===== src/vtpg_pkg.sv =====
// Package for the video test pattern generator: sizes, register indexes,
// pixel format codes and pattern constants. No dependencies.
`timescale 1ns / 1ps

package vtpg_pkg;

    localparam int MAX_WIDTH  = 2048;
    localparam int MAX_HEIGHT = 2048;
    localparam int MIN_SIZE   = 1;

    localparam int SIZE_W  = 12;
    localparam int COORD_W = 11;
    localparam int WORD_W  = 32;
    localparam int INDEX_W = 2;
    localparam int FRAME_W = 8;

    localparam logic [SIZE_W-1:0] WIDTH_RESET  = SIZE_W'(640);
    localparam logic [SIZE_W-1:0] HEIGHT_RESET = SIZE_W'(480);
    localparam logic [SIZE_W-1:0] WIDTH_MAX    = SIZE_W'(MAX_WIDTH);
    localparam logic [SIZE_W-1:0] HEIGHT_MAX   = SIZE_W'(MAX_HEIGHT);
    localparam logic [SIZE_W-1:0] SIZE_MIN     = SIZE_W'(MIN_SIZE);

    localparam logic [7:0] BLUE_LEVEL  = 8'd150;
    localparam logic [7:0] ALPHA_LEVEL = 8'd255;

    localparam logic [INDEX_W-1:0] REG_FRAME_WIDTH  = 2'd0;
    localparam logic [INDEX_W-1:0] REG_FRAME_HEIGHT = 2'd1;
    localparam logic [INDEX_W-1:0] REG_PIXEL_FORMAT = 2'd2;

    typedef enum logic [1:0] {
        FMT_RGB888 = 2'd0,
        FMT_RGB565 = 2'd1,
        FMT_RGB555 = 2'd2
    } pixel_format_t;

endpackage


===== src/video_test_pattern_generator.sv =====
// Top level of the video test pattern generator: raster counters, frame
// counter, gradient color and pixel packing. Depends on vtpg_pkg.
//
//   channel   dir  handshake           payload
//   input     in   in_valid/in_ready   restart
//   output    out  out_valid/out_ready pixel_word, pixel_x, pixel_y,
//                                      end_of_line, end_of_frame
//   config    in   cfg_write           cfg_index, cfg_data
//
// One beat in, one beat out, in the cycle after it; a new beat is taken every
// cycle while the result register is empty or being drained.
// The output register is the only stage; in_ready drops only while it is
// full and out_ready is low.
// Reset clears the counters, the frame number and the registers to their
// default size 640 x 480, rgb888.
`timescale 1ns / 1ps

module video_test_pattern_generator
    import vtpg_pkg::*;
(
    input  logic                clk,
    input  logic                rst_n,
    input  logic                cfg_write,
    input  logic [INDEX_W-1:0]  cfg_index,
    input  logic [SIZE_W-1:0]   cfg_data,
    input  logic                in_valid,
    output logic                in_ready,
    input  logic                restart,
    output logic                out_valid,
    input  logic                out_ready,
    output logic [WORD_W-1:0]   pixel_word,
    output logic [COORD_W-1:0]  pixel_x,
    output logic [COORD_W-1:0]  pixel_y,
    output logic                end_of_line,
    output logic                end_of_frame
);

    logic [SIZE_W-1:0]  width_reg;
    logic [SIZE_W-1:0]  height_reg;
    pixel_format_t      format_reg;

    logic [FRAME_W-1:0] frame_reg, frame_next;
    logic [COORD_W-1:0] col_reg, col_next;
    logic [COORD_W-1:0] line_reg, line_next;

    logic               out_valid_reg;
    logic [WORD_W-1:0]  word_reg, word_next;
    logic [COORD_W-1:0] x_reg, x_next;
    logic [COORD_W-1:0] y_reg, y_next;
    logic               eol_reg, eol_next;
    logic               eof_reg, eof_next;

    logic               accept;
    logic [SIZE_W-1:0]  width_eff;
    logic [SIZE_W-1:0]  height_eff;
    logic [7:0]         red;
    logic [7:0]         green;

    assign in_ready = !out_valid_reg || out_ready;
    assign accept   = in_valid && in_ready;

    always_ff @(posedge clk or negedge rst_n)
    begin
        if (!rst_n)
        begin
            width_reg  <= WIDTH_RESET;
            height_reg <= HEIGHT_RESET;
            format_reg <= FMT_RGB888;
        end
        else if (cfg_write)
        begin
            case (cfg_index)
                REG_FRAME_WIDTH:  width_reg  <= cfg_data;
                REG_FRAME_HEIGHT: height_reg <= cfg_data;
                REG_PIXEL_FORMAT: format_reg <= pixel_format_t'(cfg_data[1:0]);
                default:          ;
            endcase
        end
    end

    always_comb
    begin
        if (width_reg < SIZE_MIN)
            width_eff = SIZE_MIN;
        else if (width_reg > WIDTH_MAX)
            width_eff = WIDTH_MAX;
        else
            width_eff = width_reg;

        if (height_reg < SIZE_MIN)
            height_eff = SIZE_MIN;
        else if (height_reg > HEIGHT_MAX)
            height_eff = HEIGHT_MAX;
        else
            height_eff = height_reg;
    end

    always_comb
    begin
        x_next = restart ? '0 : col_reg;
        y_next = restart ? '0 : line_reg;

        if (x_next == '0 && y_next == '0)
            frame_next = frame_reg + 1'b1;
        else
            frame_next = frame_reg;

        red   = frame_next + x_next[7:0];
        green = frame_next + y_next[7:0];

        eol_next = ({1'b0, x_next} + 1'b1) >= width_eff;
        eof_next = eol_next && (({1'b0, y_next} + 1'b1) >= height_eff);

        if (eof_next)
        begin
            col_next  = '0;
            line_next = '0;
        end
        else if (eol_next)
        begin
            col_next  = '0;
            line_next = y_next + 1'b1;
        end
        else
        begin
            col_next  = x_next + 1'b1;
            line_next = y_next;
        end

        case (format_reg)
            FMT_RGB888: word_next = {ALPHA_LEVEL, BLUE_LEVEL, green, red};
            FMT_RGB565: word_next = {16'd0, BLUE_LEVEL[7:3], green[7:2], red[7:3]};
            FMT_RGB555: word_next = {17'd0, BLUE_LEVEL[7:3], green[7:3], red[7:3]};
            default:    word_next = '0;
        endcase
    end

    always_ff @(posedge clk or negedge rst_n)
    begin
        if (!rst_n)
        begin
            frame_reg     <= '0;
            col_reg       <= '0;
            line_reg      <= '0;
            out_valid_reg <= 1'b0;
        end
        else
        begin
            if (accept)
            begin
                frame_reg <= frame_next;
                col_reg   <= col_next;
                line_reg  <= line_next;
            end
            if (accept)
                out_valid_reg <= 1'b1;
            else if (out_ready)
                out_valid_reg <= 1'b0;
        end
    end

    always_ff @(posedge clk)
    begin
        if (accept)
        begin
            word_reg <= word_next;
            x_reg    <= x_next;
            y_reg    <= y_next;
            eol_reg  <= eol_next;
            eof_reg  <= eof_next;
        end
    end

    assign out_valid    = out_valid_reg;
    assign pixel_word   = word_reg;
    assign pixel_x      = x_reg;
    assign pixel_y      = y_reg;
    assign end_of_line  = eol_reg;
    assign end_of_frame = eof_reg;

endmodule


===== config.mk =====
export PLATFORM = sky130hd
export DESIGN_NAME = video_test_pattern_generator
export DESIGN_NICKNAME = d
export VERILOG_FILES = /design/src/vtpg_pkg.sv /design/src/video_test_pattern_generator.sv
export SDC_FILE = /design/constraint.sdc
export NUM_CORES = 1
export LEC_CHECK = 0
export ABC_CLOCK_PERIOD_IN_PS = 7600
export BUFFER_PORTS_ARGS = -buffer_cell sky130_fd_sc_hd__buf_2
export CAP_MARGIN = 20
export CORE_ASPECT_RATIO = 0.6
export CORE_MARGIN = 2
export CORE_UTILIZATION = 45
export DETAILED_ROUTE_END_ITERATION = 16
export PLACE_DENSITY = 0.64
export SETUP_SLACK_MARGIN = 0.3
export SLEW_MARGIN = 30
export SYNTH_ARGS = -nofsm -noshare
export SYNTH_HDL_FRONTEND = slang
export SYNTH_SLANG_ARGS = --single-unit

===== constraint.sdc =====
create_clock -name clk -period 7.6 [get_ports clk]
set_clock_uncertainty 0.05 [all_clocks]
set_input_delay 0.76 -clock clk [delete_from_list [all_inputs] [get_ports clk]]
set_output_delay 0.76 -clock clk [all_outputs]
set_load 0.1 [all_outputs]

==> run_results.csv <==
group,metric,value,unit
routing,wl_per_cell,17.4,um
clock_tree,cts_tree,"built",
sta,hold_violations,0,
logic_synthesis,yosysWarningCount,0,
clock_tree,cts_sinks,98,
sta,fin_ws,2.79,ns
final_layout,nNetsFinal,684,
worst_hold_path,hold_path_class,"flip-flop to flip-flop",
routing,viasPerCell,5.55,
final_layout,final_core_util,51.5,%
logic_synthesis,syn_avg_cell_area,10.4,um2
sta,fin_worst_hold_slack,0.469,ns
floorplan,core,12800,um2
clock_tree,cts_htree_levels,3,
setup_path,r2r-start,"line_reg[2]",
clock_tree,cts_resized,0,
routing,wirelength,13900,um
setup_path,ff2ff_path_depth,15,
routing,drc_errors,0,
final_layout,layout_commonest_cell,"buf_2",
logic_synthesis,synth_edf_count,41,
floorplan,die_h,92.3,um
routing,dr.pass1.iters,4,
global_route,grt_max_degree,58,
logic_synthesis,ys_types,62,
logic_synthesis,yosys.area.top_type_share,21.8,%
logic_synthesis,synth_ff_type,"dfrtp_1",
final_layout,largest_register_ffs,17,
power,power_density,279,nW/um2
logic_synthesis,synth_cells,562,
clock_tree,clockBufferDepth,2,
clock_tree,cts_made_buffers,9,
placement,io_buffers,73,
sta,worstMarginPinSlew,0.789,ns
placement,place_congestion,0.907,
sta,final.setup.tns,0,ns
job,cap_violations,0,
global_route,grt-ovfl-total,0,
sta,relSlewSlack,46.0,%
final_layout,syn_to_final_growth,12.5,%
floorplan,rows,32,
final_layout,layout-drive-gt1-share,21.8,%
routing,drt_iter0_markers,367,
clock_tree,clock-root-buffer,"clkbuf_16",
global_route,grt_pass1_wl,22600,um
sta,fin_crit_sh,63.3,%
setup_path,r2r_slack,2.85,ns
setup_path,worstPathRequired,7.65,ns
clock_tree,ctsHoldBuffers,0,
final_layout,layout_common_cells,"73 x buf_2, 65 x nand2_1, 51 x dfrtp_1",
global_route,grt_pass1_vias,4170,
setup_path,worstPathMaxFanout,34,
logic_synthesis,synthesis.area,5850,um2
logic_synthesis,async_flop_share,58.2,%
final_layout,diodes,0,
sta,min_period,4.81,ns
setup_path,crit_end,"pixel_word[9]",
power,ir_drop,0.125,mV
sta,rsz0062_at_grt,"no",
clock_tree,clock_latency,0.35,ns
routing,dr_total_vias,4403,
logic_synthesis,synth-seq-cells,98,
global_route,antenna_found_initial,0,
status,status,"complete, no violations",
floorplan,start_util,45.8,%
clock_tree,postCtsSetupRepairBufs,0,
logic_synthesis,synth_top_area_cell,"dfrtp_1",
floorplan,io_pins,78,
sta,slew_violations,0,
floorplan,dieWidth,151,um
setup_path,critPathLaunch,"restart",
sta,setup_viol,0,
logic_synthesis,synth_area_leaders,"dfrtp_1 22%, edfxtp_1 21%, ha_1 9.2%",
setup_path,start_kind,"input pin",
final_layout,fill_cells,1151,
setup_path,endpoint_kind,"flip-flop",
logic_synthesis,ys_seq_area_share,45.6,%
setup_path,critical_path_arrival,4.86,ns
sta,fmax,0.208,GHz
setup_path,path_class,"input pin to flip-flop",
setup_path,r2r_end,"pixel_word[9]",
placement,dp_slack,2.56,ns
routing,ant_nets,0,
floorplan,die-area,14000,um2
global_route,grtUsageTotal,21.2,%
clock_tree,clk_pin_slew_worst_paths,0.07,ns
power,power.leakage,3.08,nW
placement,dp_hpwl,10400,um
cell usage after synthesis (all sizes together) (3+ instances only):
cell,number
edfxtp,41
a21oi,18
nand4,4
a22o,5
and2,7
xor2,21
and3,7
xnor2,20
nor2,36
a21o,11
ha,43
clkbuf,16
o22ai,5
mux2,25
nor3,7
nor2b,20
nand3,17
dfstp,6
nor4,11
mux2i,5
o31ai,3
buf,17
o21a,3
o21ai,22
and4,5
o21bai,6
nand2b,7
nand2,66
a22oi,6
dfrtp,51
inv,18
metal layers:
metal	track usage (%)	vias to the layer above	wire length, um
met3	4.33	16	927
met4	4.28	0	138
met1	33.7	2123	7030
met2	29.6	154	5760
li1	-	2110	-
met5	0	-	0
where the power goes:
| part | internal, mW | switching [mW] |
|---|---|---|
| logic | 0.194 | 0.479 |
| clock network | 0.246 | 0.210 |
| registers | 0.636 | 0.0710 |
per-stage QoR:
| step | total power, mW | area (um2) | std cells |
|---|---|---|---|
| after CTS | 1.84 | 6570 | 794 |
| after detailed placement | 1.38 | 6280 | 778 |
| after global placement | 1.37 | 6280 | 778 |
| after floorplan | 1.24 | 5860 | 565 |
| after global routing | 1.93 | 6580 | 794 |
| final | 1.84 | 6580 | 794 |
how the worst min path moves through the flow:
stage / from / endpoint / slack, ns / cells past startpoint
floorplan: rst_n / col_reg[0] / 0.41 / 0
global placement: width_reg[0] / width_reg[0] / 0.44 / 1
detailed placement: frame_reg[6] / frame_reg[6] / 0.45 / 1
CTS: frame_reg[6] / frame_reg[6] / 0.47 / 1
global route: frame_reg[6] / frame_reg[6] / 0.50 / 1
finish: width_reg[0] / width_reg[0] / 0.47 / 1
cell type report:
type	count	area [um2]	share of cell area, %
inverter	19	71.3	1.08
sequential	98	2670	40.5
timing repair buffer	76	388	5.90
tap	170	213	3.23
clock buffer	10	250	3.80
clock inverter	6	43.8	0.666
multi-input combinational	415	2950	44.8
worst max-delay path: stages:
cell and delay [ns]:
buf_2 0.48, nor2b_1 0.25, inv_1 0.12, ha_1 0.16, and3_1 0.36, xor2_1 0.37
ha_1 0.25, inv_1 0.06, fa_1 0.41, nor2b_1 0.14, o21a_1 0.14, o21ai_0 0.10
nor4b_1 0.16, a2111oi_0 0.69, o22ai_1 0.14, a31o_2 0.25
logic make-up after synthesis:
family	count (synthesis)	share of synthesized area [%]
DFF	98	45.6
AOI/OAI and AO/OA	96	11.0
other	1	0.0641
and+or+nand+nor	199	17.2
buffers and inverters	52	4.43
adders and majority gates	45	9.88
muxes	30	5.67
xor gates and xnor gates	41	6.14
No activity file was read; power rests on OpenSTA's default activity.
